===== src/hw/rtl/cgm_pkg.sv =====
package cgm_pkg;

    localparam int Q_W    = 32;
    localparam int MAG_W  = 31;
    localparam int FRAC_W = 16;
    localparam int PROD_W = 64;
    localparam int RND_W  = PROD_W - FRAC_W;
    // index width of the lane addresses (up to eight entries)
    localparam int IDX_W  = 3;

    localparam logic [Q_W-1:0] Q_MAX = 32'h7FFF_FFFF;
    localparam logic [Q_W-1:0] Q_MIN = 32'h8000_0000;
    localparam logic signed [PROD_W-1:0] ROUND_BIAS = 64'sd32768;

    localparam logic [1:0] OP_NONE  = 2'd0;
    localparam logic [1:0] OP_MAC   = 2'd1;
    localparam logic [1:0] OP_MUL_A = 2'd2;
    localparam logic [1:0] OP_MUL_B = 2'd3;

    typedef struct packed {
        logic [1:0]       op;
        logic [IDX_W-1:0] addr;
        logic             acc_start;
        logic             wr_mixed;
        logic             wr_z;
    } lane_cmd_t;

    typedef struct packed {
        logic             en;
        logic [IDX_W-1:0] addr;
        logic [Q_W-1:0]   data;
    } lane_wr_t;

    function automatic logic [MAG_W-1:0] abs31(input logic signed [Q_W-1:0] v);
        logic [Q_W-1:0] mag;
        begin
            mag = v[Q_W-1] ? (Q_W'(~v) + Q_W'(1)) : v;
            // the most negative value has no positive twin: clip it
            return mag[Q_W-1] ? {MAG_W{1'b1}} : mag[MAG_W-1:0];
        end
    endfunction

endpackage


===== src/hw/rtl/cgm_lane.sv =====
module cgm_lane #(
    parameter int DIM = 4
) (
    input  logic                             clk,
    input  logic                             rst_n,
    input  cgm_pkg::lane_wr_t                wr,
    input  cgm_pkg::lane_cmd_t               cmd,
    input  logic signed [cgm_pkg::Q_W-1:0]   noise,
    input  logic signed [cgm_pkg::Q_W-1:0]   a_coef,
    input  logic signed [cgm_pkg::Q_W-1:0]   b_coef,
    output logic signed [cgm_pkg::Q_W-1:0]   z
);
    import cgm_pkg::*;

    localparam int AW    = (DIM > 1) ? $clog2(DIM) : 1;
    localparam int ACC_W = RND_W + $clog2(DIM) + 1;

    logic [Q_W-1:0]           row_mem [DIM];
    logic signed [Q_W-1:0]    opx_reg;
    logic signed [Q_W-1:0]    opy_reg;
    logic signed [PROD_W-1:0] prod_reg;
    logic signed [ACC_W-1:0]  acc_reg;
    logic signed [Q_W-1:0]    mixed_reg;
    logic signed [Q_W-1:0]    z_reg;
    lane_cmd_t                cmd1_reg;
    lane_cmd_t                cmd2_reg;

    logic signed [PROD_W-1:0] biased;
    logic signed [ACC_W-1:0]  rnd;
    logic signed [ACC_W-1:0]  acc_next;
    logic [ACC_W-Q_W:0]       acc_hi;
    logic [Q_W-1:0]           sat_val;

    always_ff @(posedge clk)
    begin
        if (wr.en)
        begin
            row_mem[wr.addr[AW-1:0]] <= wr.data;
        end
    end

    // operand select; the matrix row read is registered here
    always_ff @(posedge clk)
    begin
        case (cmd.op)
            OP_MAC:
            begin
                opx_reg <= row_mem[cmd.addr[AW-1:0]];
                opy_reg <= noise;
            end
            OP_MUL_A:
            begin
                opx_reg <= a_coef;
                opy_reg <= z_reg;
            end
            OP_MUL_B:
            begin
                opx_reg <= b_coef;
                opy_reg <= mixed_reg;
            end
            default:
            begin
                opx_reg <= '0;
                opy_reg <= '0;
            end
        endcase
        prod_reg <= PROD_W'(opx_reg) * PROD_W'(opy_reg);
    end

    // round half up: add half an LSB, then drop the fraction
    assign biased   = prod_reg + ROUND_BIAS;
    assign rnd      = {{(ACC_W-RND_W){biased[PROD_W-1]}}, biased[PROD_W-1:FRAC_W]};
    assign acc_next = (cmd2_reg.acc_start ? '0 : acc_reg) + rnd;
    assign acc_hi   = acc_next[ACC_W-1:Q_W-1];

    always_comb
    begin
        if (&acc_hi || ~|acc_hi)
        begin
            sat_val = acc_next[Q_W-1:0];
        end
        else
        begin
            sat_val = acc_next[ACC_W-1] ? Q_MIN : Q_MAX;
        end
    end

    always_ff @(posedge clk or negedge rst_n)
    begin
        if (!rst_n)
        begin
            cmd1_reg <= '0;
            cmd2_reg <= '0;
            z_reg    <= '0;
        end
        else
        begin
            cmd1_reg <= cmd;
            cmd2_reg <= cmd1_reg;
            if (cmd2_reg.op != OP_NONE && cmd2_reg.wr_z)
            begin
                z_reg <= sat_val;
            end
        end
    end

    always_ff @(posedge clk)
    begin
        if (cmd2_reg.op != OP_NONE)
        begin
            acc_reg <= acc_next;
            if (cmd2_reg.wr_mixed)
            begin
                mixed_reg <= sat_val;
            end
        end
    end

    assign z = z_reg;

endmodule


===== config.mk =====
export PLATFORM = sky130hd
export DESIGN_NAME = cgm_lane
export DESIGN_NICKNAME = d
export VERILOG_FILES = /design/src/hw/rtl/cgm_pkg.sv /design/src/hw/rtl/cgm_lane.sv
export SDC_FILE = /design/constraint.sdc
export NUM_CORES = 2
export LEC_CHECK = 0
export BUFFER_PORTS_ARGS = -buffer_cell sky130_fd_sc_hd__buf_2
export CORE_MARGIN = 3
export CORE_UTILIZATION = 50
export DETAILED_ROUTE_END_ITERATION = 8
export GPL_TIMING_DRIVEN = 0
export PLACE_DENSITY_LB_ADDON = 0.3
export SLEW_MARGIN = 25
export SYNTH_ARGS = -nofsm -noshare
export SYNTH_HDL_FRONTEND = slang
export SYNTH_SLANG_ARGS = --single-unit

===== constraint.sdc =====
create_clock -name clk -period 11.49 [get_ports clk]
set_clock_uncertainty 0.2 [all_clocks]
set_input_delay 2.298 -clock clk [delete_from_list [all_inputs] [get_ports clk]]
set_output_delay 2.298 -clock clk [all_outputs]
set_load 0.02 [all_outputs]

==> impl_metrics.yaml <==
run_status:
  status: "complete, no violations"
clock_tree:
  cts_made_buffers: 41
  insertion_delay_ps: 580
  cts.clk_slew.worst_paths_ps: 60
  cts_resized: 0
  cts_max_path_buffers: 3
  tritoncts: "done"
  post-cts-setup-buffer-count: 0
  cts_root_buf: "clkbuf_16"
  cts.sinks: 366
  holdBufCountCts: 0
  htreeDepth: 2
critical_path:
  r2r_cells: 24
  reg2reg_slack_ps: 890
  criticalPathCategory: "flop to flop"
  worstPathRequired_ps: 11770
  slowest_delay_ps: 1040
  critPathArrivalTime_ps: 10880
  r2r-start: "opy_reg[31]"
  critPathLaunchType: "flop"
  crit_top_cell: "fa_1"
  endpoint: "prod_reg[62]"
  end_kind: "flop"
  reg2reg_to: "prod_reg[62]"
  crit_buf_inv: 2
  cp.depth: 24
  critical_path.slowest_cell: "dfxtp_1"
  path_delay_family: "adder cells"
  critPathLaunch: "opy_reg[31]"
  crit_fanout: 12
  cp_cell_sequence: "inv_1 > clkbuf_1 > nor2_1 > fa_1 > fa_1 > fa_1 > fa_1 > fa_1 > fa_1 > fa_1 > fa_1 > ha_1 > nand4_1 > or4_1 > a31o_1 > o211ai_1 > a31oi_1 > o211ai_2 > a21o_1 > a21oi_2 > or3_1 > a21boi_1 > nor2_1 > xnor2_1"
global_routing:
  use_met2_pct: 51.4
  busiest_layer: "met2"
  grtUsageMet3_pct: 7.39
  grt_pass1_wl_um: 265000
  use_met1_pct: 43.7
  overflow: 0
  first_global_vias: 40800
  grtUsageTotal_pct: 33.9
  grt_max_degree: 43
  antenna_found_initial: 20
logic_synthesis:
  ys_top_cells_by_area: "fa_1, edfxtp_1, inv_1, and2_1, ha_1"
  ys_ff_latch: 366
  ys.flop_type: "edfxtp_1"
  ys_types: 82
  synth_top_family_by_area: "adder cells"
  synth-edff-count: 211
  yosys.area.top_type: "fa_1"
  synth_nets: 6581
  ys_seq_area_share_pct: 18.4
  synth-xor-area-share_pct: 2.49
  synth_most_common_cell: "fa_1"
  ys_async_sr_fraction_pct: 11.5
  syn_area_um2: 52400
  avgSynthCellArea_um2: 10.2
  synth_compound_area_share_pct: 5.83
  synthMuxAreaShare_pct: 2.77
  synth_simple_gate_area_share_pct: 14.3
  synth_cells: 5126
  synth_fa_ha_area_share_pct: 46.9
  netlist_top_cells_count: "fa_1, inv_1, nand2_1"
  yosysWarningCount: 0
  netlist.area_leader.share_pct: 41.4
timing:
  worst_slew_pin_slew_ps: 1160
  final_hold_viol_count: 0
  drv_slew: 0
  fin_tns_setup_ps: 0
  fmax_mhz: 94.3
  whs_ps: 149
  relSlewSlack_pct: 22.8
  fin_crit_sh_pct: 92.3
  rsz0062_at_grt: "false"
  setup_viol: 0
  min_period_ps: 10600
cells_and_area:
  nNetsFinal: 6805
  final_cells: 6770
  utilization_pct: 54.4
  layout-drive-gt1-share_pct: 7.60
  multiInputGateArea_um2: 37900
  largest_register_ffs: 128
  register_area_um2: 9650
  area_growth_pct: 7.88
  fillers: 9256
floorplanning:
  die_y_um: 330
  start_util_pct: 50.5
  dieArea_um2: 109000
  chipWidth_um: 330
  rows: 118
  ios: 174
  core_area_um2: 104000
routing:
  drt-pass1-iter-count: 8
  routed_via_density: 5.73
  drc: 0
  postRouteAntennaNets: 0
  wl_per_cell_um: 26.5
  via_count: 38800
  wl_um: 180000
  detail_route.iter0.violations: 3508
placement:
  portBuffers: 170
  dp_hpwl_um: 148000
  gp_congestion: 1.04
  placed_cells: 6687
hold_path:
  min_path_type: "flop to flop"
  hold_path_depth: 0
run:
  drv_cap: 0
-- routing by layer --
metal | wire [um] | vias to the layer above
li1 | - | 16100
met1 | 66800 | 19900
met2 | 79500 | 2145
met3 | 17700 | 605
met4 | 15500 | 10
met5 | 64 | -
-- worst min-delay path by stage --
stage / slack (ps) / endpoint / from
2_1_floorplan: 130 / cmd2_reg[0] / cmd1_reg[0]
3_5_place_dp: 140 / cmd2_reg[6] / cmd1_reg[6]
3_3_place_gp: 130 / cmd2_reg[1] / cmd1_reg[1]
6_report: 150 / cmd2_reg[6] / cmd1_reg[6]
5_1_grt: 160 / cmd2_reg[1] / cmd1_reg[1]
4_1_cts: 150 / cmd2_reg[6] / cmd1_reg[6]
-- cells in the final DEF, fill, tap and decap left out, drive strengths merged, types with 64 or more instances in the layout --
| master | instances |
|---|---|
| dfxtp | 113 |
| nor2 | 152 |
| a21oi | 95 |
| inv | 1020 |
| buf | 206 |
| a22o | 65 |
| fa | 1082 |
| o21ai | 66 |
| and2 | 521 |
| xnor2 | 104 |
| mux2 | 64 |
| clkbuf | 292 |
| nor2b | 65 |
| nand2 | 583 |
| ha | 231 |
| edfxtp | 211 |
-- final cells by class --
cell class              count  share of cell area (%)
clock buffers              54                    2.01
flip-flops and latches    366                    17.1
diodes                      7                  0.0310
inverters                1017                    6.76
plain buffers             263                    1.85
repair buffers            181                    1.84
multi-input cells        3480                    67.1
clock inverters            22                   0.301
well taps                1380                    3.06
-- per-stage QoR --
step | setup slack (ps) | cell area [um^2]
global route | 845 | 56500
detailed placement | 1260 | 55200
finish | 887 | 56500
global placement | 1280 | 55000
CTS | 1240 | 56500
floorplan | 3540 | 52400
-- logic make-up after synthesis --
group / Yosys count
AND/OR/NAND/NOR: 1496
adder cells (fa/ha/maj): 1313
buffers and inverters: 1280
AO/OA/AOI/OAI: 426
flip-flops: 366
XOR/XNOR: 148
multiplexers: 97
Power is left out: the tool's default activity adds up to more than one toggle a clock period on the data nets, which glitch-free logic cannot reach.
