### config.mk
export PLATFORM = sky130hd
export DESIGN_NAME = cgm_merge
export DESIGN_NICKNAME = d
export VERILOG_FILES = /design/src/hw/rtl/cgm_pkg.sv /design/src/hw/rtl/cgm_merge.sv
export SDC_FILE = /design/constraint.sdc
export NUM_CORES = 1
export LEC_CHECK = 0
export ABC_AREA = 1
export BUFFER_PORTS_ARGS = -buffer_cell sky130_fd_sc_hd__buf_2
export CORE_ASPECT_RATIO = 1.75
export CORE_MARGIN = 5
export CORE_UTILIZATION = 60
export DETAILED_ROUTE_END_ITERATION = 8
export PLACE_DENSITY = 0.84
export SYNTH_ARGS = -nofsm -noshare
export SYNTH_HDL_FRONTEND = slang
export SYNTH_SLANG_ARGS = --single-unit
### constraint.sdc
create_clock -name clk -period 9.2 [get_ports clk]
set_input_delay 0.92 -clock clk [delete_from_list [all_inputs] [get_ports clk]]
set_output_delay 0.92 -clock clk [all_outputs]
set_load 0.005 [all_outputs]
### src/hw/rtl/cgm_pkg.sv
package cgm_pkg;

    localparam int Q_W    = 32;
    localparam int MAG_W  = 31;
    localparam int FRAC_W = 16;
    localparam int PROD_W = 64;
    localparam int RND_W  = PROD_W - FRAC_W;
    // index width of the lane addresses (up to eight entries)
    localparam int IDX_W  = 3;

    localparam logic [Q_W-1:0] Q_MAX = 32'h7FFF_FFFF;
    localparam logic [Q_W-1:0] Q_MIN = 32'h8000_0000;
    localparam logic signed [PROD_W-1:0] ROUND_BIAS = 64'sd32768;

    localparam logic [1:0] OP_NONE  = 2'd0;
    localparam logic [1:0] OP_MAC   = 2'd1;
    localparam logic [1:0] OP_MUL_A = 2'd2;
    localparam logic [1:0] OP_MUL_B = 2'd3;

    typedef struct packed {
        logic [1:0]       op;
        logic [IDX_W-1:0] addr;
        logic             acc_start;
        logic             wr_mixed;
        logic             wr_z;
    } lane_cmd_t;

    typedef struct packed {
        logic             en;
        logic [IDX_W-1:0] addr;
        logic [Q_W-1:0]   data;
    } lane_wr_t;

    function automatic logic [MAG_W-1:0] abs31(input logic signed [Q_W-1:0] v);
        logic [Q_W-1:0] mag;
        begin
            mag = v[Q_W-1] ? (Q_W'(~v) + Q_W'(1)) : v;
            // the most negative value has no positive twin: clip it
            return mag[Q_W-1] ? {MAG_W{1'b1}} : mag[MAG_W-1:0];
        end
    endfunction

endpackage

### src/hw/rtl/cgm_merge.sv
module cgm_merge #(
    parameter int DIM = 4
) (
    input  logic                             clk,
    input  logic                             rst_n,
    input  logic                             go,
    input  logic                             first,
    input  logic                             last,
    input  logic signed [cgm_pkg::Q_W-1:0]   z [DIM],
    input  logic                             ready,
    output logic                             valid,
    output logic [cgm_pkg::MAG_W-1:0]        max_abs
);
    import cgm_pkg::*;

    logic [MAG_W-1:0] run_max_reg;
    logic [MAG_W-1:0] run_max_next;
    logic             valid_reg;
    logic             valid_next;
    logic [MAG_W-1:0] max_abs_reg;

    always_comb
    begin
        logic [MAG_W-1:0] mag;
        run_max_next = first ? '0 : run_max_reg;
        for (int i = 0; i < DIM; i++)
        begin
            mag = abs31(z[i]);
            if (mag > run_max_next)
            begin
                run_max_next = mag;
            end
        end
    end

    always_comb
    begin
        valid_next = valid_reg && !ready;
        if (go && last)
        begin
            valid_next = 1'b1;
        end
    end

    always_ff @(posedge clk or negedge rst_n)
    begin
        if (!rst_n)
        begin
            run_max_reg <= '0;
            valid_reg   <= 1'b0;
        end
        else
        begin
            valid_reg <= valid_next;
            if (go)
            begin
                run_max_reg <= run_max_next;
            end
        end
    end

    always_ff @(posedge clk)
    begin
        if (go && last)
        begin
            max_abs_reg <= run_max_next;
        end
    end

    assign valid   = valid_reg;
    assign max_abs = max_abs_reg;

endmodule

==> results.md, run 1 <==
- The run finished, with violations left.
- The final reports fail on setup timing.
- For this run, the total global-route usage over all layers was measured as 38.2%.
- The cell sitting at the root of the clock tree is a sky130_fd_sc_hd__clkbuf_16.
- The tree built by TritonCTS fans out to 63 sinks.
- The remaining antenna violation count after routing is 0.
- The maximum achievable frequency is 102 MHz.
- In this run the power density over the cells is 427 nW/um^2.
- The initial antenna violation count was 2.
- The total number of nets in the final design is 2,419.
- The path category of the worst min-delay check is reg -> reg.
- In this run the mean area of a mapped cell was 5.94 sq um.
- The final critical path takes up 106% of the cycle.
- In the final layout, the share of cells above drive strength 1 is 31.5%.
- The synthesized-area fraction occupied by and/or/nand/nor cells is 42.5%.
- The max-slew violation count is 0.
- In this run the static leakage power is 0.00800 uW.
- VDD sags by at most 0.322 mV.
- The critical path's slowest cell is sky130_fd_sc_hd__o21ai_2.
- The number of remaining DRC errors is 0.
- Dividing the detail-routed wire length by the instance count gives 20.4 microns.
- The final hold violation count is 0.
- The final route contains 14,808 vias.
- For this block, the initial DRC count from the detailed router was 1,538.
- The arrival time at the worst endpoint is 9.85 ns.
- The H-tree generated during clock tree synthesis spans 3 levels.
- Synthesis inferred 63 register bits.
- The worst-skew pair later-pin latency is 0.34 ns.
- The die width is 111 microns.
- The type of the worst setup path is in -> reg.
- Among the stages of the critical path, the cell type that occurs most often is sky130_fd_sc_hd__nand2_1.
- Summing the areas of all compound-gate instances in the mapped netlist gives 13.9% of the synthesized area.
- The total setup violations reported at the end of the flow is 62.
- The post-detailed-routing wire length is 49.2 mm.
- The total number of placement rows is 64.
- The first global-routing pass estimated 63.3 mm of wire.
- The XOR/XNOR share of the synthesized area is 3.63%.
- The arithmetic-cell share of the synthesized area counting full adders, half adders and majority gates is 13.1%.
- 0 antenna diodes ended up in the layout.
- STA classifies the critical path endpoint as a flip-flop.
- The required arrival time at the worst endpoint is 9.28 ns.
- Across the run, the number of max-cap violations was 0.
- No sink is reached through more buffers than the 2 on the longest clock path.
- The share of flip-flops with an asynchronous set or reset is 50.8%.
- In the synthesized netlist the dominant register cell turns out to be sky130_fd_sc_hd__dfrtp_1.
- The die covers 20,500 sq um.
- The HPWL after detailed placement is 32.7 mm.
- The y dimension of the die is 186 microns.
- The slew at the pin with the worst max-slew slack is 1.30 ns.
- The register-to-register path setup slack is 0.95 ns.
- By area, the combinational part of the netlist is dominated by simple AND/OR/NAND/NOR gates.
- The count of distinct cell types in the synthesized netlist is 51.
- The I/O pin total is 166.
- The core region is 17,500 sq um.
- The effective utilization at floorplan is 60.8%.
- The count of cells in the finished layout, fillers not included, comes to 2,410.
- The mapped cell area is 10,600 sq um.
- Setup repair after global routing could not meet its margin everywhere.
- The category of the worst setup path launch point is an input port.
- The worst clock skew on the final layout is 0.00885 ns.
- The instance area at placement is 13,100 sq um.
- The largest stage delay on the critical path is 0.34 ns.
- TritonCTS built the clock tree.
- Using the TritonRoute via totals, the vias-per-cell ratio works out to 6.14.
- During synthesis, Yosys emitted a total of 0 warnings.
- After routing the design area is 15,200 sq um.
- The number of clock buffers added by TritonCTS is 9.
- The number of nets in the synthesized netlist is 2,030.
- The layout overhead on the synthesized area is 43.0%.
- The aggregate global routing overflow is 0.
- The tightest slew margin relative to the limit is 13.2%.
- Entering global routing, the biggest net connects 34 pins.
- Of the synthesized area, sequential elements account for 16.3%.
- The worst setup margin is -0.562 ns.
- The final critical delay including setup and external delays is 9.76 ns.
- The number of global-route vias before repair came to 12,997.
- The number of placed instances, taps included, is 2,343.
- Synthesis produced a netlist whose cell count is 1,785.
- After clock tree synthesis, the clock-pin slew on the worst setup and hold paths is 0.05 ns.
- The length of the first detailed-routing pass in iterations is 7.
- The proportion of synthesized area in mux cells is 0%.
- In this run, synthesis inferred 31 flip-flops with an integrated enable.
- In this run the tool buffered the top-level ports with 165 buffer cells.
- Routability-driven placement finished with a final weighted congestion of 1.10.
- Along the worst path, the maximum fanout reaches 8.
stage by stage:
stage / power, uW / hold slack, ns / setup WS (ns) / TNS (ns) / util [%]
2_1_floorplan: 2600 / 0.449 / 0.0325 / 0 / -
3_3_place_gp: 4170 / 0.465 / -1.04 / -61.36 / 75.3
3_5_place_dp: 4300 / 0.466 / -1.15 / -66.93 / 75.3
4_1_cts: 5010 / 0.481 / 0.00448 / 0 / 79.2
5_1_grt: 6740 / 0.510 / -0.886 / -47.35 / 86.9
6_report: 6480 / 0.502 / -0.562 / -28.14 / 86.9
critical path: cells and delay by family:
| kind | cells | cell delay, ns |
|---|---|---|
| and+or+nand+nor | 31 | 3.37 |
| AOI/OAI and AO/OA | 13 | 2.02 |
| buffers and inverters | 18 | 2.16 |
| adders and majority gates | 5 | 1.34 |
layout by cell type (no fill, tap or decap), types with 13 or more instances in the layout:
master,instances
sky130_fd_sc_hd__nand2_2,30
sky130_fd_sc_hd__clkbuf_16,17
sky130_fd_sc_hd__nand2_4,24
sky130_fd_sc_hd__edfxtp_1,31
sky130_fd_sc_hd__nor3_1,36
sky130_fd_sc_hd__buf_2,164
sky130_fd_sc_hd__nor2_1,152
sky130_fd_sc_hd__xor2_1,25
sky130_fd_sc_hd__buf_6,13
sky130_fd_sc_hd__inv_1,200
sky130_fd_sc_hd__xnor2_1,19
sky130_fd_sc_hd__a21oi_1,71
sky130_fd_sc_hd__and2_4,13
sky130_fd_sc_hd__inv_2,17
sky130_fd_sc_hd__ha_4,18
sky130_fd_sc_hd__nand3_1,135
sky130_fd_sc_hd__buf_4,236
sky130_fd_sc_hd__ha_1,93
sky130_fd_sc_hd__nor4_1,14
sky130_fd_sc_hd__o21ai_1,25
sky130_fd_sc_hd__o21ai_0,87
sky130_fd_sc_hd__nand2_1,472
sky130_fd_sc_hd__o21ai_2,27
sky130_fd_sc_hd__nand3_2,26
sky130_fd_sc_hd__or2_2,16
sky130_fd_sc_hd__dfrtp_1,32
sky130_fd_sc_hd__and2_1,19
sky130_fd_sc_hd__nand4_1,27
synth_stat cells, types with 4 or more instances:
cell type | n | area [sq um]
sky130_fd_sc_hd__and2_1 | 32 | 200
sky130_fd_sc_hd__nor4_1 | 18 | 113
sky130_fd_sc_hd__xnor2_1 | 19 | 166
sky130_fd_sc_hd__nand4_1 | 27 | 169
sky130_fd_sc_hd__nand3_2 | 4 | 40.0
sky130_fd_sc_hd__ha_1 | 111 | 1390
sky130_fd_sc_hd__or2_2 | 16 | 100
sky130_fd_sc_hd__edfxtp_1 | 31 | 931
sky130_fd_sc_hd__nand3b_1 | 7 | 52.6
sky130_fd_sc_hd__a21o_1 | 4 | 30.0
sky130_fd_sc_hd__a21oi_1 | 80 | 400
sky130_fd_sc_hd__a31oi_1 | 5 | 31.3
sky130_fd_sc_hd__nand2_1 | 507 | 1900
sky130_fd_sc_hd__buf_1 | 5 | 18.8
sky130_fd_sc_hd__nor3_1 | 43 | 215
sky130_fd_sc_hd__o211ai_1 | 4 | 30.0
sky130_fd_sc_hd__a21boi_0 | 6 | 45.0
sky130_fd_sc_hd__buf_6 | 7 | 78.8
sky130_fd_sc_hd__o21a_1 | 5 | 37.5
sky130_fd_sc_hd__o21ai_0 | 149 | 746
sky130_fd_sc_hd__nor2_2 | 5 | 31.3
sky130_fd_sc_hd__xor2_1 | 25 | 219
sky130_fd_sc_hd__clkbuf_1 | 35 | 131
sky130_fd_sc_hd__buf_2 | 7 | 35.0
sky130_fd_sc_hd__buf_4 | 4 | 30.0
sky130_fd_sc_hd__dfrtp_1 | 32 | 801
sky130_fd_sc_hd__nor2_1 | 163 | 612
sky130_fd_sc_hd__o31ai_1 | 7 | 52.6
sky130_fd_sc_hd__nand2_2 | 15 | 93.8
sky130_fd_sc_hd__nand3_1 | 159 | 796
sky130_fd_sc_hd__inv_2 | 6 | 22.5
sky130_fd_sc_hd__inv_1 | 214 | 803
path summary, 6_finish.rpt:
path	endpoint	from	cells past startpoint
min	run_max_reg[7]	run_max_reg[7]	2
max reg2reg	max_abs[23]	run_max_reg[27]	53
min reg2reg	run_max_reg[7]	run_max_reg[7]	2
max in group asynchronous	run_max_reg[0]	rst_n	1
min in group asynchronous	run_max_reg[20]	rst_n	1
max	max_abs[23]	z[97]	67
final cells by class:
class	count	area (sq um)
clock buffers	15	310
clock inverters	1	5.00
fillers	1014	2290
inverters	222	841
multi-input cells	1444	8810
flip-flops and latches	63	1730
well taps	231	289
repair buffers	434	3180
routing by layer:
metal / GRT usage, % / up-vias / wire [microns]
li1: - / 6679 / -
met1: 40.5 / 6691 / 15800
met2: 67.7 / 1072 / 23200
met3: 3.94 / 362 / 4780
met4: 32.4 / 4 / 5430
met5: 0 / - / 34
power by group:
| part | leakage (uW) | internal, uW | switching, uW | total [uW] |
|---|---|---|---|---|
| combinational | 0.00717 | 2410 | 3080 | 5490 |
| clock | 0.000156 | 230 | 129 | 359 |
| sequential | 0.000670 | 529 | 104 | 633 |
kinds of logic (layout without fill, tap and decap cells):
kind of cell,after synthesis,count (layout)
buffers and inverters,280,672
AOI/OAI and AO/OA,273,273
DFF,63,63
and+or+nand+nor,1014,1016
adders and majority gates,111,111
xor gates and xnor gates,44,44
repair_timing:
action                     CTS  global route
pin swaps                    6            72
cloned                       5             7
resized for setup           80           244
buffers inserted            11            31
setup endpoints to repair   62            62
hold buffers                 0             0
(Power assumes the default switching activity.)
==> run 2: changes to the inputs <==
Settings changed: PLACE_DENSITY 0.84 to 0.88.
==> run 2 against run 1 <==
  * The run now fails in 5_1_grt
  * Synthesized area unchanged
  * Synthesized cell count unchanged
==> results.md, run 2 <==
- By area the synthesized netlist is led by sky130_fd_sc_hd__nand2_1 18%, sky130_fd_sc_hd__ha_1 13%, sky130_fd_sc_hd__edfxtp_1 8.8%.
- The share of the synthesized area in the top cell type is 17.9% (unchanged).
- The stage where the flow stopped is 5_1_grt.
- The run stopped with a tool error.
- The placed wire-length estimate after detailed placement is 33.7 mm (+3.1%).
- The tool reported: "[ERROR GRT-0232] Routing congestion too high. Check the congestion heatmap in the GUI".
- By instance count, the leading cell after synthesis is sky130_fd_sc_hd__nand2_1.
- The number of levels in the clock H-tree is 3 (unchanged).
- The clock sink count is 63 (unchanged).
- The mapped cell area is 10,600 sq um (unchanged).
- The y dimension of the die is 186 microns (unchanged).
- In this run the clock root is driven by a sky130_fd_sc_hd__clkbuf_16.
- After global routing the overflow that remains totals 583.
- The endpoint with the least setup slack after the last repair is max_abs[16]$_DFFE_PP_/D.
- The cell type contributing the most total cell area after synthesis is sky130_fd_sc_hd__nand2_1.
- The overall fraction of global-route tracks in use is 81.4%.
- The number of I/O port buffers is 165 (unchanged).
- By count the netlist is led by 507 x sky130_fd_sc_hd__nand2_1, 214 x sky130_fd_sc_hd__inv_1, 163 x sky130_fd_sc_hd__nor2_1.
- The synthesized flop and latch total came to 63 (unchanged).
- The routability congestion estimate is 1.08 (-2.4%).
- The worst setup slack before clock tree synthesis was -1.46 ns (-0.310 ns).
- The effective utilization at floorplan came to 60.8% (unchanged).
- After the last repair the worst path ends at a register input.
- The cell count after synthesis is 1,785 (unchanged).
- The die width is 111 microns (unchanged).
- The number of enable flip-flop cells after synthesis came to 31 (unchanged).
- The net count after synthesis is 2,030 (unchanged).
- The I/O pin total is 166 (unchanged).
- The post-cts hold buffer count is 0 (unchanged).
- The total CTS buffers came to 9 (unchanged).
- The synthesized area divided by synthesized cell count is 5.94 sq um (unchanged).
- Among all flip-flop cells after synthesis, the most frequent one is sky130_fd_sc_hd__dfrtp_1.
- The total number of placement rows is 64 (unchanged).
- The sequential element share of the synthesized area is 16.3% (unchanged).
- The share of flip-flops with an asynchronous set or reset is 50.8% (unchanged).
- The number of warning messages in the yosys log came to 0 (unchanged).
- The worst-case clock buffer depth is 2 (unchanged).
- The count of distinct cell types in the synthesized netlist is 51 (unchanged).
- The largest net degree at the start of global routing is 34.
-- run 2: cell counts after synthesis --
Identical to the previous run, type by type.
-- run 2: stage by stage --
step                      instances  instance area [sq um]  setup TNS [ns]  hold WS, ns
after CTS                      2432                  15100         -0.0408        0.481
after detailed placement       2364                  13400          -84.45        0.467
after global placement         2364                  13400          -66.24        0.464
after floorplan                1785                  10600               0        0.449
-- run 2: cell families after synthesis --
| kind of cell | share of synthesized area, % |
|---|---|
| and+or+nand+nor | 42.5 |
| buffers and inverters | 10.6 |
| AOI/OAI and AO/OA | 13.9 |
| adders and majority gates | 13.1 |
| DFF | 16.3 |
| xor gates and xnor gates | 3.63 |
-- run 2: metal layers --
layer | track usage (%) | GRT overflow
met1 | 75.0 | 6
met3 | 57.4 | 5
met5 | 9.05 | 0
met2 | 107 | 410
met4 | 96.3 | 162
-- run 2: repair_timing --
item	in CTS
gates resized for setup	230
cloned	10
setup endpoints to repair	62
setup buffers	43
pin swaps	52
==> run 3: changes to the inputs <==
Settings changed: CORE_ASPECT_RATIO 1.75 to not set, CORE_UTILIZATION 60 to 40, PLACE_DENSITY 0.88 to not set, PLACE_DENSITY_LB_ADDON set to 0.15.
==> run 3 against run 2 <==
  * The flow now finishes without violations
==> results.md, run 3 (synthesized netlist as in run 1, its figures left out) <==
- Summed over all cells, the static leakage comes to 0.00817 uW.
- The largest net degree at the start of global routing is 34.
- The number of levels in the clock H-tree came to 3 (unchanged).
- The number of I/O port buffers is 165 (unchanged).
- The worst hold-check slack is 0.486 ns.
- Setup repair after global routing could not meet its margin everywhere.
- In this run the worst path has a maximum fanout of 8.
- Headroom to the max-slew limit came out at 33.1%.
- The worst-case IR drop observed on VDD is 0.278 mV.
- The post-cts hold buffer count was 0 (unchanged).
- The y dimension of the die was 173 microns (-7.0%).
- Global routing used 25.4% of the available tracks across all layers.
- Once layout is done, the placed cells without fillers occupy 15,500 sq um.
- The number of vias per cell after detailed routing is 5.28.
- The clock sink count was 63 (unchanged).
- The post-detailed-route wirelength per cell is 16.6 microns.
- The worst-skew pair later-pin latency is 0.33 ns.
- The count of inserted antenna diode cells is 0.
- Summing all multi-input logic gate instances after layout gives 8740 sq um.
- The critical path starts at z[97].
- For the worst flop-to-flop path, the logic depth is 57.
- In the routed design, unresolved DRC markers number 0.
- The maximum achievable frequency is 110 MHz.
- The max-slew violation count is 0.
- The post-detailed-routing wire length is 42.3 mm.
- The die width is 173 microns (+56%).
- The area of the core region is 26,100 sq um.
- Across the whole layout, storage elements account for 1730 sq um.
- In the layout the commonest cells are 472 x sky130_fd_sc_hd__nand2_1, 266 x sky130_fd_sc_hd__buf_4, 202 x sky130_fd_sc_hd__inv_1.
- The die covers 29,900 sq um.
- The initial antenna violation count was 0.
- Counting stages on the worst path, the most repeated cell is sky130_fd_sc_hd__nand4_1.
- The I/O pin total was 166 (unchanged).
- TritonCTS built the clock tree.
- The area growth from synthesis to layout is 46.2%.
- The critical path capture point is max_abs[3].
- The min-delay analysis places its worst path in the category reg -> reg.
- The wire length of the first global-routing pass is 62.9 mm.
- The library cell used most frequently in the layout, excluding fill and tap cells, is sky130_fd_sc_hd__nand2_1.
- The worst setup path is launched from an input port.
- The first detailed-routing pass ran for 5 iterations.
- The placed wire-length estimate after detailed placement is 34.2 mm (+1.5%).
- The type of the worst setup path is in -> reg.
- The required arrival time at the worst endpoint is 9.29 ns.
- After clock tree synthesis, the clock-pin slew on the worst setup and hold paths is 0.05 ns.
- The total number of placement rows is 59 (-7.8%).
- For the pin with the worst max-slew slack, the measured transition is 1.00 ns.
- The slowest stage of the critical path belongs to the cell sky130_fd_sc_hd__ha_1.
- The total CTS buffers came to 9 (unchanged).
- The run finished with clean final reports.
- The tree is rooted in a sky130_fd_sc_hd__clkbuf_16.
- The final hold violation count is 0.
- Clock skew on the completed layout was measured at 0.00437 ns.
- The violation count after the first detailed-routing iteration is 992.
- Setup violations remaining at the end of the flow were counted as 0.
- The final critical delay including setup and external delays is 9.11 ns.
- The launching point of the worst reg2reg path is run_max_reg[8].
- The worst setup path is captured at a flip-flop.
- The instance area at placement came to 13,600 sq um (+1.6%).
- The routed layout has 13,436 vias.
- The total placed cells including tap cells is 2,479 (+4.9%).
- The filler cells instantiated in the layout total 2,525.
- After the last flow step, the layout net total stands at 2,452.
- The largest stage delay on the critical path is 0.36 ns.
- The effective utilization at floorplan is 40.7% (-20 points).
- The reg-to-reg endpoint is max_abs[3].
- The number of global-route vias before repair is 12,142.
- In this run the remaining antenna-violating nets after routing total 0.
- The share of layout cells above drive strength 1 is 32.0%.
- The power density over the cells is 392 nW/um^2.
- The register-to-register path setup slack is 1.43 ns.
- The worst-case clock buffer depth is 2 (unchanged).
- For the worst setup path, the data arrival time is 9.19 ns.
- The aggregate global routing overflow is 0.
- The count of max-cap constraint violations is 0.
- The final standard cell count with taps included and fillers excluded is 2,547.
- The worst path uses 99.0% of the clock period.
- The routability congestion estimate is 0.992 (-7.8%).
[run 3: per-layer routing]
layer | routed length, microns | global-route usage (%) | vias up
li1 | - | - | 6755
met1 | 18800 | 35.9 | 6143
met3 | 2340 | 2.18 | 73
met2 | 19900 | 42.5 | 465
met5 | 0 | 0 | -
met4 | 1320 | 5.70 | 0
[run 3: repair_timing]
| action | 4_1_cts | 5_1_grt |
|---|---|---|
| setup buffers | 15 | 25 |
| endpoints found under the setup margin | 62 | 62 |
| pin swaps | 15 | 69 |
| resized for setup | 94 | 227 |
| cloned | 3 | 9 |
[run 3: cell type report]
type,count,area share [%]
multi-input combinational,1444,56.3
timing repair buffer,467,22.5
clock inverter,2,0.0807
tap,335,2.70
clock buffer,14,1.84
sequential,63,11.2
inverter,222,5.42
[run 3: worst max-delay path, delay by kind of cell]
family                   cells  cell delay [ns]
AND/OR/NAND/NOR             36             4.23
buffers and inverters       17             1.79
adder cells (fa/ha/maj)      5             1.29
AO/OA/AOI/OAI                9             0.93
[run 3: how the worst min path moves through the flow]
stage / cells past startpoint / end / start
after detailed placement: 2 / run_max_reg[22] / run_max_reg[22]
after global routing: 2 / run_max_reg[30] / run_max_reg[30]
after global placement: 2 / run_max_reg[16] / run_max_reg[16]
after CTS: 2 / run_max_reg[17] / run_max_reg[17]
after floorplan: 2 / run_max_reg[8] / run_max_reg[8]
final: 2 / run_max_reg[17] / run_max_reg[17]
[run 3: report_power, final]
group          internal, uW  switching (uW)  leakage [uW]  total, uW
Clock                   213             122      0.000144        335
Combinational          2460            2680       0.00736       5140
Sequential              528            82.5      0.000670        610
[run 3: through the flow]
stage / utilization (%) / setup WS (ns) / power [uW] / TNS, ns
floorplan: - / 0.0325 / 2600 / 0
global placement: 52.1 / -1.14 / 4350 / -66.32
detailed placement: 52.1 / -1.24 / 4390 / -72.14
CTS: 54.5 / -0.0236 / 5000 / -0.0281
global route: 59.5 / -0.523 / 6520 / -27.25
finish: 59.5 / 0.0930 / 6080 / 0
